**src/sv/scrolled_window_blitter_unit_macros.svh**
```systemverilog
// assertion macros for the scrolled window blitter
// used by the top level only; needs a clock and an active-low reset name
`ifndef SCROLLED_WINDOW_BLITTER_UNIT_MACROS_SVH
`define SCROLLED_WINDOW_BLITTER_UNIT_MACROS_SVH

// same-cycle implication, disabled while reset is low
`define SWB_ASSERT_NOW(label, clk, rst_n, ante, cons, msg) \
    label: assert property (@(posedge clk) disable iff (!(rst_n)) (ante) |-> (cons)) \
        else $error(msg);

// next-cycle implication, disabled while reset is low
`define SWB_ASSERT_NEXT(label, clk, rst_n, ante, cons, msg) \
    label: assert property (@(posedge clk) disable iff (!(rst_n)) (ante) |=> (cons)) \
        else $error(msg);

`endif

```
**src/sv/swb_pkg.sv**
```systemverilog
// shared types and constants of the scrolled window blitter
// no dependencies
`default_nettype none

package swb_pkg;

    localparam int SCREEN_WORDS = 15;
    localparam int BUFFER_WORDS = 17;

    localparam int WORD_W  = 16;
    localparam int POS_W   = 5;
    localparam int INDEX_W = 4;
    localparam int SHIFT_W = 4;
    localparam int CFG_IDX_W  = 2;
    localparam int CFG_DATA_W = 5;

    localparam logic [POS_W-1:0] POS_MAX = '1;

    typedef enum logic [1:0] {
        CMB_REPLACE = 2'd0,
        CMB_OR      = 2'd1,
        CMB_AND     = 2'd2
    } t_combine;

    typedef enum logic [CFG_IDX_W-1:0] {
        REG_WINDOW_X     = 2'd0,
        REG_COMBINE_MODE = 2'd1,
        REG_GRAY_ENABLE  = 2'd2
    } t_cfg_reg;

    typedef struct packed {
        logic [4:0] window_x;
        logic [1:0] combine_mode;
        logic       gray_enable;
    } t_cfg;

endpackage

`default_nettype wire

```
**src/sv/swb_cfg.sv**
```systemverilog
// configuration register file of the scrolled window blitter
// depends on swb_pkg
`default_nettype none

module swb_cfg
    import swb_pkg::*;
(
    input  wire logic                  i_clk,
    input  wire logic                  i_rst_n,
    input  wire logic                  i_cfg_we,
    input  wire logic [CFG_IDX_W-1:0]  i_cfg_index,
    input  wire logic [CFG_DATA_W-1:0] i_cfg_data,
    output t_cfg                       o_cfg
);

    t_cfg r_cfg;

    always_ff @(posedge i_clk) begin
        if (!i_rst_n) begin
            r_cfg.window_x     <= '0;
            r_cfg.combine_mode <= CMB_REPLACE;
            r_cfg.gray_enable  <= 1'b1;
        end else if (i_cfg_we) begin
            unique case (i_cfg_index)
                REG_WINDOW_X:     r_cfg.window_x     <= i_cfg_data[4:0];
                REG_COMBINE_MODE: r_cfg.combine_mode <= i_cfg_data[1:0];
                REG_GRAY_ENABLE:  r_cfg.gray_enable  <= i_cfg_data[0];
                default: ;  // unmapped index, write dropped
            endcase
        end
    end

    assign o_cfg = r_cfg;

endmodule

`default_nettype wire

```
**src/sv/swb_plane.sv**
```systemverilog
// funnel shift and destination merge for one bit plane
// depends on swb_pkg
`default_nettype none

module swb_plane
    import swb_pkg::*;
(
    input  wire logic [WORD_W-1:0]  i_prev,
    input  wire logic [WORD_W-1:0]  i_src,
    input  wire logic [WORD_W-1:0]  i_dest,
    input  wire logic [SHIFT_W-1:0] i_shift,
    input  wire logic [1:0]         i_mode,
    output logic      [WORD_W-1:0]  o_word
);

    logic [2*WORD_W-1:0] pair_shifted;
    logic [WORD_W-1:0]   screen_word;

    // upper half of {prev, src} << s; shift 0 leaves prev as is
    always_comb begin
        pair_shifted = {i_prev, i_src} << i_shift;
        screen_word  = pair_shifted[2*WORD_W-1:WORD_W];
    end

    always_comb begin
        case (t_combine'(i_mode))
            CMB_OR:  o_word = screen_word | i_dest;
            CMB_AND: o_word = screen_word & i_dest;
            default: o_word = screen_word;  // replace, unused code too
        endcase
    end

endmodule

`default_nettype wire

```
**src/sv/scrolled_window_blitter_unit.sv**
```systemverilog
// scrolled window blitter: top level with input stage, row position and result register
// depends on swb_pkg, swb_cfg, swb_plane and the assertion macro header
//
// usage:
//   s_axis carries one source column per request: tdata holds src_light, src_dark,
//   dest_light and dest_dark, tlast marks the last source word of a buffer row.
//   m_axis returns one screen word per request that completes a visible position:
//   tdata holds out_light, out_dark and out_index, tlast flags the final visible word.
//   requests that complete no screen word (the skipped first word, the left edge word,
//   surplus words past the visible row) are consumed without a result.
//   the config port writes window_x, combine_mode and gray_enable; write only when idle.
// timing:
//   one request per cycle sustained while m_axis accepts; a result passes from the input
//   register to the result register, with one funnel and merge between them.
//   s_axis_tready drops only when both the input register and the result register are
//   full and m_axis is stalled; no request is lost or repeated under backpressure.
// reset:
//   synchronous, active low; clears both pipeline stages, the previous source words and
//   the row position, and loads window_x 0, combine_mode replace, gray mode on.
`default_nettype none

module scrolled_window_blitter_unit
    import swb_pkg::*;
(
    input  wire logic                  i_clk,
    input  wire logic                  i_rst_n,
    // config write port
    input  wire logic                  i_cfg_we,
    input  wire logic [CFG_IDX_W-1:0]  i_cfg_index,
    input  wire logic [CFG_DATA_W-1:0] i_cfg_data,
    // source stream
    input  wire logic                  s_axis_tvalid,
    output logic                       s_axis_tready,
    // [15:0] src_light, [31:16] src_dark, [47:32] dest_light, [63:48] dest_dark
    input  wire logic [63:0]           s_axis_tdata,
    input  wire logic                  s_axis_tlast,
    // result stream
    output logic                       m_axis_tvalid,
    input  wire logic                  m_axis_tready,
    // [15:0] out_light, [31:16] out_dark, [35:32] out_index, [39:36] zero
    output logic      [39:0]           m_axis_tdata,
    output logic                       m_axis_tlast
);

    `include "scrolled_window_blitter_unit_macros.svh"

    t_cfg cfg;

    // input stage
    logic              r_in_valid;
    logic [WORD_W-1:0] r_in_src_light;
    logic [WORD_W-1:0] r_in_src_dark;
    logic [WORD_W-1:0] r_in_dest_light;
    logic [WORD_W-1:0] r_in_dest_dark;
    logic              r_in_last;

    // row state
    logic [WORD_W-1:0] r_prev_light;
    logic [WORD_W-1:0] r_prev_dark;
    logic [POS_W-1:0]  r_pos;
    logic [POS_W-1:0]  n_pos;

    // result stage
    logic               r_out_valid;
    logic [WORD_W-1:0]  r_out_light;
    logic [WORD_W-1:0]  r_out_dark;
    logic [INDEX_W-1:0] r_out_index;
    logic               r_out_last;

    logic              out_free;
    logic              advance;
    logic              accept;
    logic              skip;
    logic [POS_W-1:0]  first_pos;
    logic [POS_W-1:0]  k;
    logic              emit;
    logic [WORD_W-1:0] src_dark_eff;
    logic [WORD_W-1:0] word_light;
    logic [WORD_W-1:0] word_dark;

    swb_cfg u_cfg (
        .i_clk       (i_clk),
        .i_rst_n     (i_rst_n),
        .i_cfg_we    (i_cfg_we),
        .i_cfg_index (i_cfg_index),
        .i_cfg_data  (i_cfg_data),
        .o_cfg       (cfg)
    );

    assign out_free      = !r_out_valid || m_axis_tready;
    assign advance       = r_in_valid && out_free;
    assign s_axis_tready = !r_in_valid || out_free;
    assign accept        = s_axis_tvalid && s_axis_tready;

    always_ff @(posedge i_clk) begin
        if (!i_rst_n) begin
            r_in_valid <= 1'b0;
        end else if (accept) begin
            r_in_valid <= 1'b1;
        end else if (advance) begin
            r_in_valid <= 1'b0;
        end
    end

    always_ff @(posedge i_clk) begin
        if (accept) begin
            r_in_src_light  <= s_axis_tdata[15:0];
            r_in_src_dark   <= s_axis_tdata[31:16];
            r_in_dest_light <= s_axis_tdata[47:32];
            r_in_dest_dark  <= s_axis_tdata[63:48];
            r_in_last       <= s_axis_tlast;
        end
    end

    // position decode: screen word k = p - skip - 1
    always_comb begin
        skip      = cfg.window_x[4];
        first_pos = POS_W'(1) + POS_W'(skip);
        k         = r_pos - first_pos;
        emit      = (r_pos != POS_MAX) && (r_pos >= first_pos)
                    && ({1'b0, r_pos} < (POS_W+1)'(BUFFER_WORDS))
                    && ({1'b0, k} < (POS_W+1)'(SCREEN_WORDS));
    end

    always_comb begin
        if (r_in_last) begin
            n_pos = '0;
        end else if (r_pos != POS_MAX) begin
            n_pos = r_pos + POS_W'(1);
        end else begin
            n_pos = r_pos;
        end
    end

    assign src_dark_eff = cfg.gray_enable ? r_in_src_dark : '0;

    swb_plane u_plane_light (
        .i_prev  (r_prev_light),
        .i_src   (r_in_src_light),
        .i_dest  (r_in_dest_light),
        .i_shift (cfg.window_x[SHIFT_W-1:0]),
        .i_mode  (cfg.combine_mode),
        .o_word  (word_light)
    );

    swb_plane u_plane_dark (
        .i_prev  (r_prev_dark),
        .i_src   (src_dark_eff),
        .i_dest  (r_in_dest_dark),
        .i_shift (cfg.window_x[SHIFT_W-1:0]),
        .i_mode  (cfg.combine_mode),
        .o_word  (word_dark)
    );

    always_ff @(posedge i_clk) begin
        if (!i_rst_n) begin
            r_prev_light <= '0;
            r_prev_dark  <= '0;
            r_pos        <= '0;
        end else if (advance) begin
            r_prev_light <= r_in_src_light;
            r_prev_dark  <= src_dark_eff;
            r_pos        <= n_pos;
        end
    end

    always_ff @(posedge i_clk) begin
        if (!i_rst_n) begin
            r_out_valid <= 1'b0;
        end else if (out_free) begin
            r_out_valid <= advance && emit;
        end
    end

    always_ff @(posedge i_clk) begin
        if (advance && emit) begin
            r_out_light <= word_light;
            r_out_dark  <= cfg.gray_enable ? word_dark : '0;
            r_out_index <= k[INDEX_W-1:0];
            r_out_last  <= (k == POS_W'(SCREEN_WORDS - 1));
        end
    end

    assign m_axis_tvalid = r_out_valid;
    assign m_axis_tdata  = {4'b0000, r_out_index, r_out_dark, r_out_light};
    assign m_axis_tlast  = r_out_last;

    // a stalled input stage only ever waits on a stalled result
    `SWB_ASSERT_NOW(a_stall_cause, i_clk, i_rst_n,
        !s_axis_tready, r_in_valid && r_out_valid && !m_axis_tready,
        "input stalled without result backpressure")

    // the row position restarts after the last word of a row
    `SWB_ASSERT_NEXT(a_row_restart, i_clk, i_rst_n,
        advance && r_in_last, r_pos == '0,
        "row position not cleared after row end")

    // an overlong row holds the position at its ceiling
    `SWB_ASSERT_NEXT(a_pos_saturate, i_clk, i_rst_n,
        advance && !r_in_last && r_pos == POS_MAX, r_pos == POS_MAX,
        "row position wrapped past its ceiling")

endmodule

`default_nettype wire
```
**config.mk**
```make
export PLATFORM = sky130hd
export DESIGN_NAME = scrolled_window_blitter_unit
export DESIGN_NICKNAME = d
export VERILOG_FILES = /design/src/sv/swb_pkg.sv /design/src/sv/swb_cfg.sv /design/src/sv/swb_plane.sv /design/src/sv/scrolled_window_blitter_unit.sv
export VERILOG_INCLUDE_DIRS = /design/src /design/src/sv
export SDC_FILE = /design/constraint.sdc
export NUM_CORES = 1
export LEC_CHECK = 0
export ABC_AREA = 1
export BUFFER_PORTS_ARGS = -buffer_cell sky130_fd_sc_hd__buf_4
export CAP_MARGIN = 30
export CORE_AREA = 2 2 126 128
export CTS_BUF_LIST = sky130_fd_sc_hd__clkbuf_4 sky130_fd_sc_hd__clkbuf_8
export DETAILED_ROUTE_END_ITERATION = 10
export DIE_AREA = 0 0 128 130
export GPL_ROUTABILITY_DRIVEN = 0
export PLACE_DENSITY = 0.81
export SYNTH_ARGS = -nofsm -noshare
export SYNTH_HDL_FRONTEND = slang
export SYNTH_SLANG_ARGS = --single-unit
```
**constraint.sdc**
```tcl
create_clock -name i_clk -period 3.3 [get_ports i_clk]
set_input_delay 0.165 -clock i_clk [delete_from_list [all_inputs] [get_ports i_clk]]
set_output_delay 0.165 -clock i_clk [all_outputs]
set_load 0.03 [all_outputs]
```
Word-level counts from Yosys, hierarchy flattened
Cells that the tools add are included.
- register bits after elaboration: 149
- input bits: 77
- logic and storage cells: 59
- add/sub/neg operators: 3
- order comparisons: 3
- eq/ne operators: 6
- shift operators: 2
- muxes and demuxes: 7
- bitwise operators: 4
- reductions and logical operators: 17
- operators with widths (cell ; number):
    one-hot mux 16 bit (2 select lines) ; 2
    << shifter 32 x 4 -> 32 bit ; 2
    AND 16 bit ; 2
    bitwise OR 16 bit ; 2
    2-to-1 mux 16 bit ; 1
    2-to-1 mux 5 bit ; 2
    AND reduction 2 bit ; 4
    logical AND 1 bit ; 6
    adder 5 x 1 -> 5 bit (second input constant) ; 1
    equality test 5 x 4 -> 1 bit (second input constant) ; 1
    greater-or-equal comparator 5 x 2 -> 1 bit ; 1
    less-than comparator 5 x 4 -> 1 bit (second input constant) ; 1
    less-than comparator 5 bit (second input constant) ; 1
    != test 5 bit (second input constant) ; 1
    subtractor 5 x 2 -> 5 bit ; 1
    equality test 2 x 1 -> 1 bit (second input constant) ; 2
    equality test 2 bit (second input constant) ; 2
    nonzero test 2 bit ; 2
    adder 1 x 1 -> 2 bit (first input constant) ; 1
    logical NOT 1 bit ; 2
    logical NOT 2 bit ; 1
    logical OR 1 bit ; 2
    2-to-1 mux 1 bit ; 2

Depth between registers and ports, before layout
- word-level depth: 6
- gate-level depth with buffers: 11
- mapped depth without buffers: 10

Cells and area by module
Synthesis repeated with hierarchy kept, for this count alone.
- cells, all modules: 1103
- area total of the unflattened synthesis: 8247.9 µm²
- modules (own cells, without submodules) (module ; instances ; cells each ; area an instance (µm²) ; sequential area each (µm²)):
    scrolled_window_blitter_unit ; 1 ; 376 ; 4941.0 ; 3843.7
    swb_plane ; 2 ; 337 ; 1468.9 ; 0.0
    swb_cfg ; 1 ; 53 ; 369.1 ; 160.2

Worst setup path before layout
Ideal clock, no wire load.
- kind: reg2reg
- start point: register u_cfg.r_cfg (netlist bit u_cfg.o_cfg[7])
- end point: register r_out_last (netlist: m_axis_tlast), enable pin
- setup time: 0.392 ns
- arrival time: 2.203 ns
- required time: 2.908 ns
- setup slack: 0.706 ns
- cell stages (with the launch flop): 9
- buffers on the path: 0
- path through: dfxtp_1 > inv_1 > ha_1 > inv_1 > fa_1 > nor3_1 > xor2_1 > nand3_1 > inv_1
- cells in the longest elaborated chain, start to end: 6
- elaborated cells on any way between the ends: 8
- classes of those cells: 2 x add/sub; 2 x order compare; 4 x reduce/logical
- RTL lines (element ; line ; text):
    start, declared ; swb_cfg.sv:16 ; t_cfg r_cfg;
    adder 1 x 1 -> 2 bit (*) ; scrolled_window_blitter_unit.sv:118 ; first_pos = POS_W'(1) + POS_W'(skip);
    parallel branches: the longest is 3 deep, another holds subtractor 5 x 2 -> 5 bit ; -- ;
    logical AND 1 bit (*) ; scrolled_window_blitter_unit.sv:122 ; && ({1'b0, k} < (POS_W+1)'(SCREEN_WORDS));
    logical AND 1 bit (*) ; scrolled_window_blitter_unit.sv:176 ; if (advance && emit) begin
    end signal, assigned ; scrolled_window_blitter_unit.sv:180 ; r_out_last <= (k == POS_W'(SCREEN_WORDS - 1));
    end, declared ; scrolled_window_blitter_unit.sv:68 ; logic r_out_last;
Mark *: on every way between the ends.
A chain may end at the register's enable or synchronous reset.

Final worst setup path
- start point: register u_cfg.r_cfg (netlist bit u_cfg.o_cfg[7])
- end point: register r_out_light[15], enable pin
- cells in the longest elaborated chain, start to end: 6
- elaborated cells on any way between the ends: 8
- classes of those cells: 2 x add/sub; 2 x order compare; 4 x reduce/logical
- RTL lines (element ; line ; text):
    adder 1 x 1 -> 2 bit (*) ; scrolled_window_blitter_unit.sv:118 ;
    parallel branches: the longest is 3 deep, another holds subtractor 5 x 2 -> 5 bit ; -- ;
    logical AND 1 bit (*) ; scrolled_window_blitter_unit.sv:122 ;
    logical AND 1 bit (*) ; scrolled_window_blitter_unit.sv:176 ;
    end signal, assigned ; scrolled_window_blitter_unit.sv:177 ; r_out_light <= word_light;
    end, declared ; scrolled_window_blitter_unit.sv:65 ; logic [WORD_W-1:0] r_out_light;
Marks and branches as above.

==> out/results.tsv <==
metric	value	unit
register area	4010	µm²
# IOs	120	
synthesized instance count	1025	
Synth warnings	0	
GR Layer Usage met1	0.307	
H-tree Lvls	4	
Worst-Margin Slew	1050	ps
chip width	128	µm
setup_tns	0	ps
number of global-route vias before repair	7266	
initial antenna violation count	0	
maximum clock rate	0.401	GHz
Layout Skew	17.0	ps
pre-CTS WS	839	ps
Die Ht	130	µm
MaxCap Viol Count	0	
global route hottest layer	met2	
DP HPWL	14100	µm
power per cell area	437	nW/µm²
leakage power	4.21	nW
post_cts resized	0	
M3 GR Usage	0.0521	
final hold vios	0	
period utilization	0.756	
CP max FO	37	
cell mode on critical path	inv_1	
ys async rst share	0	
VDD IR max	320	µV
layout cell share with drive strength beyond 1	0.152	
data required time of the worst path	3390	ps
Max clock buf depth	2	
FILL cells	1273	
synth top area cells	edfxtp_1, nand2_1, nand3_1, dfxtp_1, a21oi_1	
worst path arrival time	2580	ps
area occupied by multi-input gates	3480	µm²
Tot GR Track Use	0.264	
number of enable flip-flop cells after synthesis	102	
register area share after synthesis	0.502	
RSZ-0062 raised after global routing	false	
total core area	15400	µm²
Die Area	16600	µm²
pin count of the biggest net entering global routing	57	
Yosys top cell by area	edfxtp_1	
Setup crit end kind	flop	
Period minus WS final	2490	ps
CTS buffer count	17	
vias post-DR	7751	
share of the synthesized area in the top cell type	0.384	
first-pass GRT wire length	34400	µm
CP Buf/Inv Count	4	
grt met2 use	0.464	
TritonRoute pass-1 iters	7	
worst hold path type	primary input to flop	
post-route ant nets	0	
synthesized area	7980	µm²
crit-path cells	inv_1 -> ha_1 -> inv_1 -> fa_1 -> nor3_1 -> xor2_1 -> nand3_1 -> inv_1 -> buf_4	
P&R area growth vs syn	24.6	%
IO Port Bufs	115	
clock slew at reported path FFs	80	ps
CP Launch Type	flop	
Initial Utilization	0.517	
routed length per placed instance	15.4	µm
Post-synth top flop	edfxtp_1	
Via density	5.61	
Total Nets Final	1260	
final setup fails	0	
CP top delay family	buffers and inverters	
Slew HR	0.299	
Routed WL	21300	µm
CTS tree	built	
cell with the most instances after synthesis	nand2_1	
Avg Cell Area, Syn	7.78	µm²
clock net sink count	149	
CP max stage cell	buf_4	
Post-synth top cells	nand2_1, nand3_1, edfxtp_1, a21oi_1, o21ai_0	
Root Buffer	clkbuf_8	
critical path class	flop to flop	
DRT iter0 DRCs	1036	
min setup slack post-route	806	ps
status	finished, final reports clean	
drt drc	0	
Worst-Skew Late Latency	470	ps
Slew Limit Fails	0	
n_diodes	0	
count of cell types in the netlist	29	
grt ovf	0	
Synth Register Bits	149	
hold buffers post-CTS	69	
postcts setup bufs	0	
Rows	46	
CP peak stage delay	430	ps
## stage by stage
stage	instances	utilization	cell area (µm²)	hold slack, ps	power (mW)
after floorplan	1028	-	7990	264	2.70
after global placement	1280	0.575	8860	344	2.90
after detailed placement	1280	0.575	8860	344	2.92
after CTS	1381	0.644	9940	8.33	4.35
after global routing	1381	0.644	9940	37.7	4.55
final	1381	0.644	9940	26.1	4.34
## tightest hold or removal path: cells and delay by family
| kind | cells | cell delay (ps) |
|---|---|---|
| buffers and inverters | 1 | 80 |
| AO/OA/AOI/OAI | 2 | 200 |
## registers in the layout (all words and copies together) (netlist names), 4 cells and up
name             count
r_in_dest_dark      16
r_in_dest_light     16
r_in_src_dark       16
r_in_src_light      16
r_out_dark          16
r_out_index          4
r_out_light         16
r_pos                5
r_prev_dark         16
r_prev_light        16
u_cfg.o_cfg          8
## layout by cell type, fill, tap and decap left out, drive strengths merged, types with 2 or more instances in the layout
cell           n
nor2          48
bufinv         2
nand4          2
inv           40
nand2        332
clkinvlp       5
nor3           8
conb           4
clkbuf        19
ha             6
dlygate4sd3   69
o211ai         2
o21ai         68
clkinv         7
and2           4
edfxtp       102
a211oi         3
nand3        220
a21oi         52
or2           15
mux2i          2
dfxtp         47
buf          129
## per-layer routing
layer	share of wire	vias to the layer above
met5	0	-
met2	0.51	396
met4	0.043	0
met3	0.068	74
met1	0.38	3512
li1	-	3769
## cell families after synthesis
logic type      synth area share
compound gates            0.0800
mux                      0.00251
fa+ha+maj                 0.0119
flops                      0.502
simple gates               0.338
xor+xnor                 0.00220
other cells             0.000470
buf+inv                   0.0624
## final timing paths
| path | startpoint | endpoint | slack [ps] | cells after the start |
|---|---|---|---|---|
| min | i_cfg_data[4] | u_cfg.o_cfg[7] | 30 | 3 |
| max reg2reg | u_cfg.o_cfg[7] | r_out_light[15] | 810 | 9 |
| max | u_cfg.o_cfg[7] | r_out_light[15] | 810 | 9 |
| min reg2reg | r_prev_light[13] | r_prev_light[13] | 510 | 2 |
## area by class of cell
| class | instances | share of cell area |
|---|---|---|
| multi-input combinational | 769 | 0.351 |
| clock inverter | 13 | 0.0136 |
| sequential | 149 | 0.403 |
| inverter | 41 | 0.0155 |
| tap | 192 | 0.0242 |
| timing repair buffer | 198 | 0.168 |
| clock buffer | 19 | 0.0251 |
## report_power, final
group / switching, mW / internal (mW)
clock network: 0.697 / 0.683
logic: 0.468 / 0.323
registers: 0.0663 / 2.10
total: 1.23 / 3.11
Note: power is estimated with default switching activity, not from simulation.
